File: config.mk
export PLATFORM = sky130hd
export DESIGN_NAME = radix_digit_converter_top_flat
export DESIGN_NICKNAME = d
export VERILOG_FILES = /design/src/rtl/rdc_pkg.sv /design/src/rtl/rdc_in_if.sv /design/src/rtl/rdc_out_if.sv /design/src/rtl/rdc_regs.sv /design/src/rtl/rdc_dp.sv /design/src/rtl/rdc_ctrl.sv /design/src/rtl/radix_digit_converter_top.sv /design/src/flat_wrapper.sv
export SDC_FILE = /design/constraint.sdc
export NUM_CORES = 1
export LEC_CHECK = 0
export ABC_AREA = 1
export BUFFER_PORTS_ARGS = -buffer_cell sky130_fd_sc_hd__buf_2
export CORE_MARGIN = 2
export CORE_UTILIZATION = 55
export CTS_BUF_LIST = sky130_fd_sc_hd__clkbuf_4 sky130_fd_sc_hd__clkbuf_8
export DETAILED_ROUTE_END_ITERATION = 16
export PLACE_DENSITY = 0.8
export SLEW_MARGIN = 20
export SYNTH_ARGS = -nofsm -noshare
export SYNTH_HDL_FRONTEND = slang
export SYNTH_SLANG_ARGS = --single-unit
File: constraint.sdc
create_clock -name clk -period 13.8 [get_ports clk]
set_input_delay 0.69 -clock clk [delete_from_list [all_inputs] [get_ports clk]]
set_output_delay 0.69 -clock clk [all_outputs]
set_load 0.02 [all_outputs]
File: src/rtl/rdc_pkg.sv
package rdc_pkg;

    // default sizes
    localparam int VALUE_BITS_DEF     = 32;
    localparam int MAX_OUT_DIGITS_DEF = 32;

    // field widths
    localparam int CHAR_W     = 8;
    localparam int BASE_W     = 5;
    localparam int DIGIT_W    = 4;
    localparam int APB_DATA_W = 32;
    localparam int APB_ADDR_W = 3;

    // radix limits and register reset values
    localparam logic [BASE_W-1:0] BASE_MIN        = 5'd2;
    localparam logic [BASE_W-1:0] BASE_MAX        = 5'd16;
    localparam logic [BASE_W-1:0] SOURCE_BASE_RST = 5'd10;
    localparam logic [BASE_W-1:0] TARGET_BASE_RST = 5'd16;

    // character codes
    localparam logic [CHAR_W-1:0] CHAR_ZERO = 8'h30;
    localparam logic [CHAR_W-1:0] CHAR_NINE = 8'h39;
    localparam logic [CHAR_W-1:0] CHAR_A    = 8'h41;
    localparam logic [CHAR_W-1:0] CHAR_F    = 8'h46;
    localparam logic [CHAR_W-1:0] CHAR_TEN  = 8'd10;

    // digit value of a character that is no hex digit at all
    localparam logic [BASE_W-1:0]  DIGIT_NONE = 5'd16;
    localparam logic [DIGIT_W-1:0] DIGIT_TEN  = 4'd10;

    // register index, taken from paddr bit 2
    typedef enum logic [0:0] {
        REG_SOURCE_BASE = 1'b0,
        REG_TARGET_BASE = 1'b1
    } reg_idx_t;

    // controller to datapath commands
    typedef struct packed {
        logic acc_en;
        logic div_load;
        logic div_step;
        logic push;
        logic set_wrap;
        logic rd_en;
        logic load_out;
        logic clear_num;
    } dp_cmd_t;

    // datapath to controller status
    typedef struct packed {
        logic div_done;
        logic quo_zero;
        logic stack_top;
        logic stack_empty;
        logic out_free;
    } dp_sts_t;

    // radix below two acts as two, above sixteen as sixteen
    function automatic logic [BASE_W-1:0] clamp_base(input logic [BASE_W-1:0] b);
        logic [BASE_W-1:0] r;
        if (b < BASE_MIN)
            r = BASE_MIN;
        else if (b > BASE_MAX)
            r = BASE_MAX;
        else
            r = b;
        return r;
    endfunction

    // hex character to digit value, DIGIT_NONE when not a hex digit
    function automatic logic [BASE_W-1:0] char_value(input logic [CHAR_W-1:0] c);
        logic [CHAR_W-1:0] diff;
        logic [BASE_W-1:0] r;
        diff = '0;
        r    = DIGIT_NONE;
        if (c >= CHAR_ZERO && c <= CHAR_NINE)
        begin
            diff = c - CHAR_ZERO;
            r    = diff[BASE_W-1:0];
        end
        else if (c >= CHAR_A && c <= CHAR_F)
        begin
            diff = c - CHAR_A + CHAR_TEN;
            r    = diff[BASE_W-1:0];
        end
        return r;
    endfunction

    // digit value to uppercase character
    function automatic logic [CHAR_W-1:0] digit_ascii(input logic [DIGIT_W-1:0] d);
        logic [CHAR_W-1:0] r;
        if (d < DIGIT_TEN)
            r = CHAR_ZERO + {{(CHAR_W-DIGIT_W){1'b0}}, d};
        else
            r = CHAR_A + {{(CHAR_W-DIGIT_W){1'b0}}, d} - CHAR_TEN;
        return r;
    endfunction

endpackage

File: src/rtl/rdc_in_if.sv
interface rdc_in_if;
    logic                        valid;
    logic                        ready;
    logic [rdc_pkg::CHAR_W-1:0]  digit_char;
    logic                        last_digit;

    modport source (output valid, digit_char, last_digit, input ready);
    modport sink   (input valid, digit_char, last_digit, output ready);
endinterface

File: src/rtl/rdc_out_if.sv
interface rdc_out_if;
    logic                        valid;
    logic                        ready;
    logic [rdc_pkg::CHAR_W-1:0]  out_char;
    logic                        out_last;
    logic                        bad_digit;
    logic                        overflowed;

    modport source (output valid, out_char, out_last, bad_digit, overflowed, input ready);
    modport sink   (input valid, out_char, out_last, bad_digit, overflowed, output ready);
endinterface

File: src/rtl/rdc_regs.sv
module rdc_regs (
    input  logic                             clk,
    input  logic                             rst_n,
    input  logic                             psel,
    input  logic                             penable,
    input  logic                             pwrite,
    input  logic [rdc_pkg::APB_ADDR_W-1:0]   paddr,
    input  logic [rdc_pkg::APB_DATA_W-1:0]   pwdata,
    output logic [rdc_pkg::APB_DATA_W-1:0]   prdata,
    output logic                             pready,
    output logic [rdc_pkg::BASE_W-1:0]       source_base,
    output logic [rdc_pkg::BASE_W-1:0]       target_base
);

    logic [rdc_pkg::BASE_W-1:0] source_base_reg;
    logic [rdc_pkg::BASE_W-1:0] source_base_next;
    logic [rdc_pkg::BASE_W-1:0] target_base_reg;
    logic [rdc_pkg::BASE_W-1:0] target_base_next;
    rdc_pkg::reg_idx_t          reg_idx;
    logic                       wr_en;

    assign reg_idx = rdc_pkg::reg_idx_t'(paddr[2]);
    assign wr_en   = psel && penable && pwrite;
    assign pready  = 1'b1;

    // register write decode
    always_comb
    begin
        source_base_next = source_base_reg;
        target_base_next = target_base_reg;
        if (wr_en)
        begin
            unique case (reg_idx)
                rdc_pkg::REG_SOURCE_BASE: source_base_next = pwdata[rdc_pkg::BASE_W-1:0];
                rdc_pkg::REG_TARGET_BASE: target_base_next = pwdata[rdc_pkg::BASE_W-1:0];
                default:                  source_base_next = source_base_reg;
            endcase
        end
    end

    always_ff @(posedge clk or negedge rst_n)
    begin
        if (!rst_n)
        begin
            source_base_reg <= rdc_pkg::SOURCE_BASE_RST;
            target_base_reg <= rdc_pkg::TARGET_BASE_RST;
        end
        else
        begin
            source_base_reg <= source_base_next;
            target_base_reg <= target_base_next;
        end
    end

    // read mux
    always_comb
    begin
        prdata = '0;
        unique case (reg_idx)
            rdc_pkg::REG_SOURCE_BASE: prdata[rdc_pkg::BASE_W-1:0] = source_base_reg;
            rdc_pkg::REG_TARGET_BASE: prdata[rdc_pkg::BASE_W-1:0] = target_base_reg;
            default:                  prdata = '0;
        endcase
    end

    assign source_base = source_base_reg;
    assign target_base = target_base_reg;

endmodule

File: src/rtl/rdc_dp.sv
module rdc_dp #(
    parameter int VALUE_BITS     = rdc_pkg::VALUE_BITS_DEF,
    parameter int MAX_OUT_DIGITS = rdc_pkg::MAX_OUT_DIGITS_DEF
) (
    input  logic                          clk,
    input  logic                          rst_n,
    input  rdc_pkg::dp_cmd_t              cmd,
    input  logic [rdc_pkg::BASE_W-1:0]    source_base,
    input  logic [rdc_pkg::BASE_W-1:0]    target_base,
    input  logic [rdc_pkg::CHAR_W-1:0]    digit_char,
    input  logic                          out_ready,
    output rdc_pkg::dp_sts_t              sts,
    output logic                          out_valid,
    output logic [rdc_pkg::CHAR_W-1:0]    out_char,
    output logic                          out_last,
    output logic                          bad_digit,
    output logic                          overflowed
);

    localparam int PROD_W = VALUE_BITS + rdc_pkg::BASE_W;
    localparam int IDX_W  = $clog2(MAX_OUT_DIGITS);
    localparam int CNT_W  = $clog2(MAX_OUT_DIGITS + 1);
    localparam int BIT_W  = $clog2(VALUE_BITS + 1);
    localparam int DW     = rdc_pkg::DIGIT_W;
    localparam logic [CNT_W-1:0] CNT_MAX = CNT_W'(MAX_OUT_DIGITS);
    localparam logic [CNT_W-1:0] CNT_TOP = CNT_W'(MAX_OUT_DIGITS - 1);
    localparam logic [CNT_W-1:0] CNT_ONE = CNT_W'(1);
    localparam logic [BIT_W-1:0] BIT_END = BIT_W'(VALUE_BITS);
    localparam logic [BIT_W-1:0] BIT_ONE = BIT_W'(1);

    // number accumulation
    logic [VALUE_BITS-1:0]        acc_reg;
    logic [VALUE_BITS-1:0]        acc_next;
    logic                         bad_reg;
    logic                         bad_next;
    logic                         wrap_reg;
    logic                         wrap_next;
    logic [rdc_pkg::BASE_W-1:0]   sb;
    logic [rdc_pkg::BASE_W-1:0]   tb;
    logic [rdc_pkg::BASE_W-1:0]   dval;
    logic                         dig_ok;
    logic [PROD_W-1:0]            prod;
    logic [PROD_W-1:0]            sum;

    // bit-serial divider
    logic [VALUE_BITS-1:0]        quo_reg;
    logic [VALUE_BITS-1:0]        quo_next;
    logic [DW-1:0]                rem_reg;
    logic [DW-1:0]                rem_next;
    logic [BIT_W-1:0]             bit_cnt_reg;
    logic [BIT_W-1:0]             bit_cnt_next;
    logic [rdc_pkg::BASE_W-1:0]   rem_shift;
    logic [rdc_pkg::BASE_W-1:0]   rem_sub;
    logic                         q_bit;
    logic [DW-1:0]                rem_step;

    // digit stack
    logic [DW-1:0]                stack_mem [MAX_OUT_DIGITS];
    logic [CNT_W-1:0]             cnt_reg;
    logic [CNT_W-1:0]             cnt_next;
    logic [CNT_W-1:0]             cnt_dec;
    logic [DW-1:0]                rd_data_reg;

    // output register
    logic                         out_valid_reg;
    logic                         out_valid_next;
    logic [rdc_pkg::CHAR_W-1:0]   out_char_reg;
    logic                         out_last_reg;
    logic                         out_bad_reg;
    logic                         out_wrap_reg;

    // horner step: acc * base + digit, upper bits flag a wrap
    assign sb     = rdc_pkg::clamp_base(source_base);
    assign tb     = rdc_pkg::clamp_base(target_base);
    assign dval   = rdc_pkg::char_value(digit_char);
    assign dig_ok = dval < sb;
    assign prod   = PROD_W'(acc_reg) * PROD_W'(sb);
    assign sum    = prod + PROD_W'(dval);

    always_comb
    begin
        acc_next  = acc_reg;
        bad_next  = bad_reg;
        wrap_next = wrap_reg;
        if (cmd.clear_num)
        begin
            acc_next  = '0;
            bad_next  = 1'b0;
            wrap_next = 1'b0;
        end
        else
        begin
            if (cmd.acc_en)
            begin
                if (dig_ok)
                begin
                    acc_next = sum[VALUE_BITS-1:0];
                    if (sum[PROD_W-1:VALUE_BITS] != '0)
                        wrap_next = 1'b1;
                end
                else
                begin
                    bad_next = 1'b1;
                end
            end
            if (cmd.set_wrap)
                wrap_next = 1'b1;
        end
    end

    always_ff @(posedge clk or negedge rst_n)
    begin
        if (!rst_n)
        begin
            acc_reg  <= '0;
            bad_reg  <= 1'b0;
            wrap_reg <= 1'b0;
        end
        else
        begin
            acc_reg  <= acc_next;
            bad_reg  <= bad_next;
            wrap_reg <= wrap_next;
        end
    end

    // restoring division, one quotient bit per cycle
    assign rem_shift = {rem_reg, quo_reg[VALUE_BITS-1]};
    assign q_bit     = rem_shift >= tb;
    assign rem_sub   = rem_shift - tb;
    assign rem_step  = q_bit ? rem_sub[DW-1:0] : rem_shift[DW-1:0];

    always_comb
    begin
        quo_next     = quo_reg;
        rem_next     = rem_reg;
        bit_cnt_next = bit_cnt_reg;
        if (cmd.div_load)
        begin
            quo_next     = acc_reg;
            rem_next     = '0;
            bit_cnt_next = '0;
        end
        else if (cmd.div_step)
        begin
            quo_next     = {quo_reg[VALUE_BITS-2:0], q_bit};
            rem_next     = rem_step;
            bit_cnt_next = bit_cnt_reg + BIT_ONE;
        end
        else if (cmd.push)
        begin
            // quotient stays as the next dividend
            rem_next     = '0;
            bit_cnt_next = '0;
        end
    end

    always_ff @(posedge clk)
    begin
        quo_reg <= quo_next;
        rem_reg <= rem_next;
    end

    always_ff @(posedge clk or negedge rst_n)
    begin
        if (!rst_n)
            bit_cnt_reg <= '0;
        else
            bit_cnt_reg <= bit_cnt_next;
    end

    // stack fill count
    assign cnt_dec = cnt_reg - CNT_ONE;

    always_comb
    begin
        cnt_next = cnt_reg;
        if (cmd.div_load)
            cnt_next = '0;
        else if (cmd.push)
            cnt_next = cnt_reg + CNT_ONE;
        else if (cmd.rd_en)
            cnt_next = cnt_dec;
    end

    always_ff @(posedge clk or negedge rst_n)
    begin
        if (!rst_n)
            cnt_reg <= '0;
        else
            cnt_reg <= cnt_next;
    end

    // remainder memory, least significant digit at the bottom
    always_ff @(posedge clk)
    begin
        if (cmd.push)
            stack_mem[cnt_reg[IDX_W-1:0]] <= rem_reg;
        if (cmd.rd_en)
            rd_data_reg <= stack_mem[cnt_dec[IDX_W-1:0]];
    end

    // output register
    always_comb
    begin
        out_valid_next = out_valid_reg;
        if (cmd.load_out)
            out_valid_next = 1'b1;
        else if (out_ready)
            out_valid_next = 1'b0;
    end

    always_ff @(posedge clk or negedge rst_n)
    begin
        if (!rst_n)
            out_valid_reg <= 1'b0;
        else
            out_valid_reg <= out_valid_next;
    end

    always_ff @(posedge clk)
    begin
        if (cmd.load_out)
        begin
            out_char_reg <= rdc_pkg::digit_ascii(rd_data_reg);
            out_last_reg <= cnt_reg == '0;
            out_bad_reg  <= bad_reg;
            out_wrap_reg <= wrap_reg;
        end
    end

    assign out_valid  = out_valid_reg;
    assign out_char   = out_char_reg;
    assign out_last   = out_last_reg;
    assign bad_digit  = out_bad_reg;
    assign overflowed = out_wrap_reg;

    // status to controller
    assign sts.div_done    = bit_cnt_reg == BIT_END;
    assign sts.quo_zero    = quo_reg == '0;
    assign sts.stack_top   = cnt_reg == CNT_TOP;
    assign sts.stack_empty = cnt_reg == '0;
    assign sts.out_free    = !out_valid_reg || out_ready;

`ifndef SYNTH
    a_cnt_bound: assert property (@(posedge clk) disable iff (!rst_n)
        cnt_reg <= CNT_MAX)
        else $error("digit stack count beyond depth");

    a_push_after_div: assert property (@(posedge clk) disable iff (!rst_n)
        cmd.push |-> bit_cnt_reg == BIT_END)
        else $error("remainder pushed before division finished");

    a_step_range: assert property (@(posedge clk) disable iff (!rst_n)
        cmd.div_step |-> bit_cnt_reg < BIT_END)
        else $error("division stepped past the dividend width");

    a_load_free: assert property (@(posedge clk) disable iff (!rst_n)
        cmd.load_out |-> (!out_valid_reg || out_ready))
        else $error("output register overwritten while held");

    a_read_nonempty: assert property (@(posedge clk) disable iff (!rst_n)
        cmd.rd_en |-> cnt_reg != '0)
        else $error("read from empty digit stack");
`endif

endmodule

File: src/rtl/rdc_ctrl.sv
module rdc_ctrl (
    input  logic              clk,
    input  logic              rst_n,
    input  logic              in_valid,
    input  logic              last_digit,
    input  rdc_pkg::dp_sts_t  sts,
    output logic              in_ready,
    output rdc_pkg::dp_cmd_t  cmd
);

    typedef enum logic [4:0] {
        ST_ACC  = 5'b00001,
        ST_LOAD = 5'b00010,
        ST_DIV  = 5'b00100,
        ST_READ = 5'b01000,
        ST_EMIT = 5'b10000
    } state_t;

    state_t state_reg;
    state_t state_next;
    logic   in_fire;

    assign in_ready = state_reg == ST_ACC;
    assign in_fire  = in_valid && in_ready;

    // sequencing: accumulate, divide per digit, pop and emit
    always_comb
    begin
        state_next = state_reg;
        cmd        = '0;
        unique case (state_reg)
            ST_ACC:
            begin
                cmd.acc_en = in_fire;
                if (in_fire && last_digit)
                    state_next = ST_LOAD;
            end
            ST_LOAD:
            begin
                cmd.div_load = 1'b1;
                state_next   = ST_DIV;
            end
            ST_DIV:
            begin
                if (!sts.div_done)
                begin
                    cmd.div_step = 1'b1;
                end
                else
                begin
                    cmd.push = 1'b1;
                    if (sts.quo_zero)
                    begin
                        state_next = ST_READ;
                    end
                    else if (sts.stack_top)
                    begin
                        // stack full with value left: drop the high digits
                        cmd.set_wrap = 1'b1;
                        state_next   = ST_READ;
                    end
                end
            end
            ST_READ:
            begin
                cmd.rd_en  = 1'b1;
                state_next = ST_EMIT;
            end
            ST_EMIT:
            begin
                if (sts.out_free)
                begin
                    cmd.load_out = 1'b1;
                    if (sts.stack_empty)
                    begin
                        cmd.clear_num = 1'b1;
                        state_next    = ST_ACC;
                    end
                    else
                    begin
                        state_next = ST_READ;
                    end
                end
            end
            default:
            begin
                state_next = ST_ACC;
            end
        endcase
    end

    always_ff @(posedge clk or negedge rst_n)
    begin
        if (!rst_n)
            state_reg <= ST_ACC;
        else
            state_reg <= state_next;
    end

`ifndef SYNTH
    a_accept_only_acc: assert property (@(posedge clk) disable iff (!rst_n)
        in_fire |-> state_reg == ST_ACC)
        else $error("digit taken outside accumulation");

    a_last_closes: assert property (@(posedge clk) disable iff (!rst_n)
        (in_fire && last_digit) |=> (state_reg == ST_LOAD && !in_ready))
        else $error("final digit did not start conversion");

    a_final_emit: assert property (@(posedge clk) disable iff (!rst_n)
        (cmd.load_out && sts.stack_empty) |=> state_reg == ST_ACC)
        else $error("controller did not return after final digit");
`endif

endmodule

File: src/rtl/radix_digit_converter_top.sv
// channel   dir   payload                                     transaction
// in_ch     in    digit_char[7:0], last_digit                 valid & ready
// out_ch    out   out_char[7:0], out_last, bad_digit,          valid & ready
//                 overflowed
// apb       in    source_base @ 0x0, target_base @ 0x4        psel & penable & pwrite
//
// an input digit is accumulated when taken; the final digit starts a conversion
// each result digit is a remainder of the bit-serial divider, and each emitted
// character takes a stack memory read and then an output register load
// input ready stays low from the final digit until the last result is loaded
// a stalled output holds emission; the digit stack needs no clearing after reset
module radix_digit_converter_top #(
    parameter int VALUE_BITS     = rdc_pkg::VALUE_BITS_DEF,
    parameter int MAX_OUT_DIGITS = rdc_pkg::MAX_OUT_DIGITS_DEF
) (
    input  logic                            clk,
    input  logic                            rst_n,
    rdc_in_if.sink                          in_ch,
    rdc_out_if.source                       out_ch,
    input  logic                            psel,
    input  logic                            penable,
    input  logic                            pwrite,
    input  logic [rdc_pkg::APB_ADDR_W-1:0]  paddr,
    input  logic [rdc_pkg::APB_DATA_W-1:0]  pwdata,
    output logic [rdc_pkg::APB_DATA_W-1:0]  prdata,
    output logic                            pready
);

    logic [rdc_pkg::BASE_W-1:0] source_base;
    logic [rdc_pkg::BASE_W-1:0] target_base;
    rdc_pkg::dp_cmd_t           cmd;
    rdc_pkg::dp_sts_t           sts;

    // configuration registers
    rdc_regs u_regs (
        .clk         (clk),
        .rst_n       (rst_n),
        .psel        (psel),
        .penable     (penable),
        .pwrite      (pwrite),
        .paddr       (paddr),
        .pwdata      (pwdata),
        .prdata      (prdata),
        .pready      (pready),
        .source_base (source_base),
        .target_base (target_base)
    );

    // sequencer
    rdc_ctrl u_ctrl (
        .clk        (clk),
        .rst_n      (rst_n),
        .in_valid   (in_ch.valid),
        .last_digit (in_ch.last_digit),
        .sts        (sts),
        .in_ready   (in_ch.ready),
        .cmd        (cmd)
    );

    // accumulator, divider, digit stack and output register
    rdc_dp #(
        .VALUE_BITS     (VALUE_BITS),
        .MAX_OUT_DIGITS (MAX_OUT_DIGITS)
    ) u_dp (
        .clk         (clk),
        .rst_n       (rst_n),
        .cmd         (cmd),
        .source_base (source_base),
        .target_base (target_base),
        .digit_char  (in_ch.digit_char),
        .out_ready   (out_ch.ready),
        .sts         (sts),
        .out_valid   (out_ch.valid),
        .out_char    (out_ch.out_char),
        .out_last    (out_ch.out_last),
        .bad_digit   (out_ch.bad_digit),
        .overflowed  (out_ch.overflowed)
    );

endmodule
File: src/flat_wrapper.sv
// flat-port wrapper written by rule: the top's interface ports become plain ports
module radix_digit_converter_top_flat 
#(
    parameter int VALUE_BITS     = rdc_pkg::VALUE_BITS_DEF,
    parameter int MAX_OUT_DIGITS = rdc_pkg::MAX_OUT_DIGITS_DEF
)
  (clk, rst_n, psel, penable, pwrite, paddr, pwdata, prdata, pready, in_ch_valid, in_ch_digit_char, in_ch_last_digit, in_ch_ready, out_ch_valid, out_ch_out_char, out_ch_out_last, out_ch_bad_digit, out_ch_overflowed, out_ch_ready);
  rdc_in_if in_ch_i ();
  rdc_out_if out_ch_i ();
  input  logic clk;
  input  logic rst_n;
  input  logic psel;
  input  logic penable;
  input  logic pwrite;
  input  logic [rdc_pkg::APB_ADDR_W-1:0] paddr;
  input  logic [rdc_pkg::APB_DATA_W-1:0] pwdata;
  output logic [rdc_pkg::APB_DATA_W-1:0] prdata;
  output logic pready;
  input wire logic [$bits(in_ch_i.valid)-1:0] in_ch_valid;
  input wire logic [$bits(in_ch_i.digit_char)-1:0] in_ch_digit_char;
  input wire logic [$bits(in_ch_i.last_digit)-1:0] in_ch_last_digit;
  output wire logic [$bits(in_ch_i.ready)-1:0] in_ch_ready;
  output wire logic [$bits(out_ch_i.valid)-1:0] out_ch_valid;
  output wire logic [$bits(out_ch_i.out_char)-1:0] out_ch_out_char;
  output wire logic [$bits(out_ch_i.out_last)-1:0] out_ch_out_last;
  output wire logic [$bits(out_ch_i.bad_digit)-1:0] out_ch_bad_digit;
  output wire logic [$bits(out_ch_i.overflowed)-1:0] out_ch_overflowed;
  input wire logic [$bits(out_ch_i.ready)-1:0] out_ch_ready;
  assign in_ch_i.valid = in_ch_valid;
  assign in_ch_i.digit_char = in_ch_digit_char;
  assign in_ch_i.last_digit = in_ch_last_digit;
  assign in_ch_ready = in_ch_i.ready;
  assign out_ch_valid = out_ch_i.valid;
  assign out_ch_out_char = out_ch_i.out_char;
  assign out_ch_out_last = out_ch_i.out_last;
  assign out_ch_bad_digit = out_ch_i.bad_digit;
  assign out_ch_overflowed = out_ch_i.overflowed;
  assign out_ch_i.ready = out_ch_ready;
  radix_digit_converter_top #(.VALUE_BITS(VALUE_BITS), .MAX_OUT_DIGITS(MAX_OUT_DIGITS)) u_core (.clk(clk), .rst_n(rst_n), .in_ch(in_ch_i), .out_ch(out_ch_i), .psel(psel), .penable(penable), .pwrite(pwrite), .paddr(paddr), .pwdata(pwdata), .prdata(prdata), .pready(pready));
endmodule
# Word level (Yosys, flattened, before mapping)
# Memory sizes are Yosys's and may differ from the RTL's. A register that Yosys moved wholly into a read port is not among the register bits.
# Index checks and enable logic that the tools add are counted.
word_totals:
  register_bits: 109
  ram_bits: 128
  out_inout_bits: 46
  n_memories: 1
classes:
  addsub: 11
  n_mul: 1
  order_cmp: 11
  eq_ne: 12
  mux: 52
  bitwise: 1
  n_reduce_logical: 27
memory_table:
  columns: ["memory", "words", "word_bits", "read_ports", "rd_ports_with_merged_regs", "wr", "line", "source"]
  rows:
  - ["u_core.u_dp.stack_mem", 32, 4, 1, 1, 1, "rdc_dp.sv:58", "logic [DW-1:0] stack_mem [MAX_OUT_DIGITS];"]
ops:
  columns: ["cell", "n"]
  rows:
  - ["2-to-1 mux 32 bit", 5]
  - ["2-to-1 mux 5 bit", 11]
  - ["adder 37 x 5 -> 37 bit", 1]
  - ["multiplier 32 x 5 -> 37 bit", 1]
  - ["2-to-1 mux 6 bit", 6]
  - ["logical NOT 32 bit", 1]
  - ["one-hot mux 5 bit (5 select lines)", 1]
  - ["2-to-1 mux 1 bit", 19]
  - ["2-to-1 mux 4 bit", 4]
  - ["nonzero test 3 bit", 5]
  - ["adder 6 x 1 -> 6 bit (second input constant)", 2]
  - ["> comparator 5 bit (second input constant)", 2]
  - ["less-than comparator 5 x 2 -> 1 bit (second input constant)", 2]
  - ["one-hot mux 5 bit (2 select lines)", 1]
  - ["nonzero test 2 bit", 5]
  - ["adder 7 x 4 -> 8 bit (first input constant)", 1]
  - [">= comparator 8 x 6 -> 1 bit (second input constant)", 1]
  - [">= comparator 8 x 7 -> 1 bit (second input constant)", 1]
  - ["<= comparator 8 x 6 -> 1 bit (second input constant)", 1]
  - ["<= comparator 8 x 7 -> 1 bit (second input constant)", 1]
  - ["2-to-1 mux 8 bit", 1]
  - ["AND reduction 2 bit", 4]
  - ["subtractor 8 x 4 -> 8 bit (second input constant)", 1]
  - ["adder 6 x 4 -> 7 bit (first input constant)", 1]
  - ["other kinds (28)", 37]

# Logic depth before layout (Yosys ltp)
depth:
  ltp_word: 11
  depth_mapped: 35
  depth_no_buf: 35

# Modules after synthesis
# From an unflattened synthesis, not the netlist that was laid out.
unflattened:
  cells_unflattened: 1965
  hier_area_um2: 17040.1
modules_own_cells:
  columns: ["module", "n_inst", "cells_per_inst", "area_per_inst_um2", "seq_area_each_um2"]
  rows:
  - ["rdc_dp", 1, 1823, 15959.1, 6481.2]
  - ["rdc_regs", 1, 93, 700.7, 254.0]
  - ["rdc_ctrl", 1, 49, 380.4, 126.4]

# Worst setup path before layout
# OpenSTA, ideal clock, no wires.
synth_timing:
  kind: "in2reg"
  start: "input in_ch_digit_char[1]"
  end: "register u_core.u_dp.acc_reg[30]"
  setup_ps: 117
  t_arrival_ps: 4384
  path_slack_ps: 9299
  cell_stages: 30
  path_cell_list: "inv_1 -> ha_1 -> o21bai_1 -> a21oi_2 -> inv_1 -> nor2_1 -> nor2_1 -> inv_1 -> fa_1 -> inv_1 -> ha_1 -> fa_1 -> inv_1 -> fa_1 -> inv_1 -> nand3_1 -> nand3_1 -> nand2_1 -> nand2_1 -> nand2_1 -> nand2_1 -> nand2_1 -> nand2_1 -> nand2_1 -> inv_1 -> nor2_1 -> nand2_1 -> nand2_1 -> nand2_1 -> nand2_1"
synth_via:
  elab_chain_cells: 8
  elab_cells_between_ends: 18
synth_lines:
  columns: ["item", "line", "source"]
  rows:
  - ["from (decl)", "flat_wrapper.sv:20", "input wire logic [$bits(in_ch_i.digit_char)-1:0] in_ch_digit_char;"]
  - ["subtractor 5 x 1 -> 5 bit (tied with other cells)", "rdc_pkg.sv:83", "diff = c - CHAR_A + CHAR_TEN;"]
  - ["adder 5 x 4 -> 5 bit or logical AND 1 bit (tied branches)", "rdc_pkg.sv:83, rdc_pkg.sv:81", null]
  - ["2-to-1 mux 5 bit", "rdc_pkg.sv:81", "else if (c >= CHAR_A && c <= CHAR_F)"]
  - ["2-to-1 mux 5 bit *", "rdc_pkg.sv:76", "if (c >= CHAR_ZERO && c <= CHAR_NINE)"]
  - ["adder 37 x 5 -> 37 bit", "rdc_dp.sv:78", "assign sum = prod + PROD_W'(dval);"]
  - ["2-to-1 mux 32 bit", "rdc_dp.sv:95", "if (dig_ok)"]
  - ["2-to-1 mux 32 bit", "rdc_dp.sv:93", "if (cmd.acc_en)"]
  - ["2-to-1 mux 32 bit", "rdc_dp.sv:85", "if (cmd.clear_num)"]
  - ["to (signal assigned)", "rdc_dp.sv:121", "acc_reg <= acc_next;"]
  - ["to (decl)", "rdc_dp.sv:32", "logic [VALUE_BITS-1:0] acc_reg;"]
# Mark *: on every way between the ends. The rest lies on a longest branch, timed or not. The select of a mux whose other input is x is not followed.
# A chain may end at the register's enable or synchronous reset.

# Worst setup path after layout
layout_timing:
  start: "register u_core.u_regs.source_base_reg (netlist bit u_core.u_regs.source_base[4])"
  end: "register u_core.u_dp.wrap_reg"
layout_via:
  elab_chain_cells: 8
  elab_cells_between_ends: 11
layout_lines:
  columns: ["item", "line", "source"]
  rows:
  - ["from (decl)", "rdc_regs.sv:15", "logic [rdc_pkg::BASE_W-1:0] source_base_reg;"]
  - ["from (signal assigned)", "rdc_regs.sv:45", "source_base_reg <= rdc_pkg::SOURCE_BASE_RST;"]
  - ["from (signal assigned)", "rdc_regs.sv:50", "source_base_reg <= source_base_next;"]
  - ["> comparator 5 bit", "rdc_pkg.sv:63", "else if (b > BASE_MAX)"]
  - ["2-to-1 mux 5 bit", "rdc_pkg.sv:63", null]
  - ["2-to-1 mux 5 bit *", "rdc_pkg.sv:61", "if (b < BASE_MIN)"]
  - ["multiplier 32 x 5 -> 37 bit", "rdc_dp.sv:77", "assign prod = PROD_W'(acc_reg) * PROD_W'(sb);"]
  - ["adder 37 x 5 -> 37 bit", "rdc_dp.sv:78", null]
  - ["nonzero test 5 bit", "rdc_dp.sv:98", "if (sum[PROD_W-1:VALUE_BITS] != '0)"]
  - ["nonzero test 3 bit (no source line)", null, null]
  - ["AND reduction 3 bit (no source line) *", null, null]
  - ["to (signal assigned)", "rdc_dp.sv:123", "wrap_reg <= wrap_next;"]
  - ["to (decl)", "rdc_dp.sv:36", "logic wrap_reg;"]
# Mark *: on every way between the ends. The rest lies on a longest branch, timed or not.

==> flow_metrics.py <==
metrics = {
    "sta": {
        "finalMaxSlewViolations": 0,
        "slew_headroom_pct": 27.7,
        "grt_setup_unrepaired": "false",
        "finalSetupViolations": 0,
        "final.setup_skew_ns": 0.0256,
        "finalHoldViolCount": 0,
        "tightest_slew_ns": 1.08,
        "fmax_ghz": 0.165,
        "post-route-period-util_pct": 43.8,
        "final.setup.tns_ns": 0,
        "min_period_ns": 6.05,
    },
    "logic_synthesis": {
        "synth_cells": 1880,
        "avgSynthCellArea_um2": 8.85,
        "synthAdderAreaFrac_pct": 18.4,
        "synth_xor_area_share_pct": 1.83,
        "synth_seq_cells": 240,
        "synth-compound-area-share_pct": 10.1,
        "ys.flop_type": "edfxtp_1",
        "synth_cell_types": 57,
        "netlist_area_um2": 16600,
        "synth_enable_flop_cells": 174,
        "synthSimpleGateAreaFrac_pct": 17.3,
        "yosysWarningCount": 0,
        "synth_mux_area_share_pct": 0.602,
        "ys_seq_area_share_pct": 41.2,
        "synth_top_family_by_area": "adder cells",
        "async_flop_share_pct": 25.8,
    },
    "cts": {
        "cts.sinks": 240,
        "htreeDepth": 2,
        "holdBufCountCts": 0,
        "cts_resized": 0,
        "cts_setup_buffers": 0,
        "cts_made_buffers": 40,
        "path_clk_slew_ns": 0.06,
        "cts_tree": "done",
        "clk_path_buf_depth": 3,
        "clk_latency_ns": 0.54,
        "clockRootBuffer": "clkbuf_8",
    },
    "pwr": {
        "power.total_mw": 3.61,
        "total_leakage_power_nw": 8.34,
        "powerDensity_nw_per_um2": 202,
        "ir_worst_vdd_v": 0.000107,
    },
    "place": {
        "gp_congestion": 0.945,
        "placed_cells": 2265,
        "dp_hpwl_um": 27100,
        "io_buffers": 38,
    },
    "drt": {
        "drtPass1Iterations": 6,
        "dr_wl_met3_um": 2420,
        "via_per_inst": 5.43,
        "met2_length_um": 17700,
        "drc_errors": 0,
        "avgRoutedWirePerCell_um": 16.0,
        "dr_total_vias": 12689,
        "wl_met1_um": 15900,
        "ant_nets": 0,
        "routed_wl_um": 37300,
        "routed.top_layer": "met4",
        "dr.first_iter.drc_count": 966,
    },
    "floorplan": {
        "start_util_pct": 56.0,
        "dieArea_um2": 31700,
        "io_pins": 97,
        "rows": 63,
        "die_y_um": 178,
        "coreArea_um2": 29700,
        "die_w_um": 178,
    },
    "worst_hold_path": {
        "hold_path_class": "in -> async",
    },
    "global_route": {
        "grt_max_degree": 69,
        "grt_pass1_vias": 12742,
        "grt_overflow": 0,
        "antenna_found_initial": 0,
        "grt_pass1_wl_um": 61900,
        "grtUsageTotal_pct": 24.6,
    },
    "cells_and_area": {
        "largest_reg_flops": 128,
        "syn2layout_area_growth_pct": 7.38,
        "nFillCells": 2461,
        "layout_common_cells": "326 x inv_1, 319 x nand2_1, 295 x nor2_1",
        "post-route-util_pct": 60.1,
        "mostFrequentLayoutCell": "inv_1",
        "drive_gt1_share_pct": 7.97,
        "nNetsFinal": 2155,
        "multi_input_area_um2": 8130,
        "final-seq-area_um2": 6860,
        "antennaDiodeCount": 0,
        "instances_no_fill": 2335,
    },
    "setup_path": {
        "worstPathMaxFanout": 37,
        "crit_path_start_kind": "register",
        "worstPathRequired_ns": 14.22,
        "r2r_slack_ns": 7.75,
        "ff2ff_path_depth": 23,
        "crit_path_end_kind": "register",
        "r2r-start": "u_core.u_regs.source_base[4]",
        "worstReg2RegEnd": "u_core.u_dp.wrap_reg",
        "crit_type": "reg -> reg",
        "crit_arrival_ns": 6.47,
    },
    "run_status": {
        "outcome": "complete, no violations",
    },
    "run": {
        "maxCapViolations": 0,
    },
}
## Yosys cell counts (7+ instances only)
master / number / area [µm²]
ha_1: 91 / 1140
o22ai_1: 24 / 150
inv_2: 9 / 33.8
nand3_1: 41 / 205
clkbuf_1: 25 / 93.8
xnor2_1: 17 / 149
o221ai_1: 10 / 87.6
xor2_1: 14 / 123
fa_1: 96 / 1920
a21oi_1: 54 / 270
o21bai_1: 7 / 52.6
dfrtp_1: 58 / 1450
edfxtp_1: 174 / 5230
nand2_1: 319 / 1200
o32ai_1: 22 / 193
buf_2: 16 / 80.1
buf_4: 31 / 233
a31oi_1: 7 / 43.8
o211ai_1: 8 / 60.1
nor4_1: 12 / 75.1
o21ai_0: 133 / 666
mux2i_1: 10 / 100
nor3_1: 11 / 55.1
inv_1: 328 / 1230
nor2_1: 295 / 1110
## final cells by class
| class | instances | share of cell area [%] |
|---|---|---|
| Clock buffer | 56 | 4.00 |
| Timing Repair Buffer | 51 | 1.61 |
| Tap cell | 390 | 2.73 |
| Multi-Input combinational cell | 1247 | 45.5 |
| Clock inverter | 14 | 0.672 |
| Sequential cell | 240 | 38.4 |
| Inverter | 337 | 7.08 |
## layer usage
layer	up-vias	GRT usage, %
li1	6098	-
met1	6078	32.4
met2	432	41.4
met3	81	3.96
met4	0	8.81
met5	-	0
## through the flow
step / area [µm²] / setup slack, ns / hold WS, ns
floorplan: 16700 / 9.30 / 0.394
global placement: 17000 / 7.89 / 0.433
detailed placement: 17000 / 7.83 / 0.436
CTS: 17900 / 7.81 / 0.358
global route: 17900 / 7.40 / 0.376
finish: 17900 / 7.75 / 0.325
## where the power goes
group | switching, mW | internal, mW
registers | 0.0719 | 0.936
clock network | 0.289 | 0.372
logic | 1.30 | 0.642
## worst max-delay path: stages, from the launching register on
cell	delay (ns)
dfrtp_1	0.36
buf_4	0.26
nor2_1	0.74
inv_1	0.75
nor2_1	0.31
fa_1	0.49
fa_1	0.55
inv_1	0.05
fa_1	0.53
inv_1	0.04
ha_1	0.38
nand2_1	0.13
nor2_1	0.24
nand3_1	0.13
nor2_1	0.10
nand2_1	0.05
nand3_1	0.17
nand2_1	0.10
nand3b_1	0.09
nand2_1	0.05
inv_1	0.04
nand3_1	0.11
nand2_1	0.15
nand2_1	0.07
## kinds of logic (layout without fill, tap and decap cells)
kind of cell               after synthesis  count (layout)
AOI/OAI and AO/OA                      283             283
buffers and inverters                  420             458
DFF                                    240             240
other                                    2              29
muxes                                   10              10
adders and majority gates              187             187
and+or+nand+nor                        705             705
xor gates and xnor gates                33              33
## worst max path at each step
stage,start,depth (start not counted),slack (ns),to
floorplan,in_ch_digit_char[1],30,9.30,u_core.u_dp.acc_reg[30]
global placement,u_core.u_regs.source_base[4],24,7.89,u_core.u_dp.wrap_reg
detailed placement,u_core.u_regs.source_base[4],23,7.83,u_core.u_dp.wrap_reg
CTS,u_core.u_regs.source_base[4],23,7.81,u_core.u_dp.wrap_reg
global route,u_core.u_regs.source_base[4],24,7.40,u_core.u_dp.wrap_reg
finish,u_core.u_regs.source_base[4],23,7.75,u_core.u_dp.wrap_reg
Power figures use the tool's default switching activity.
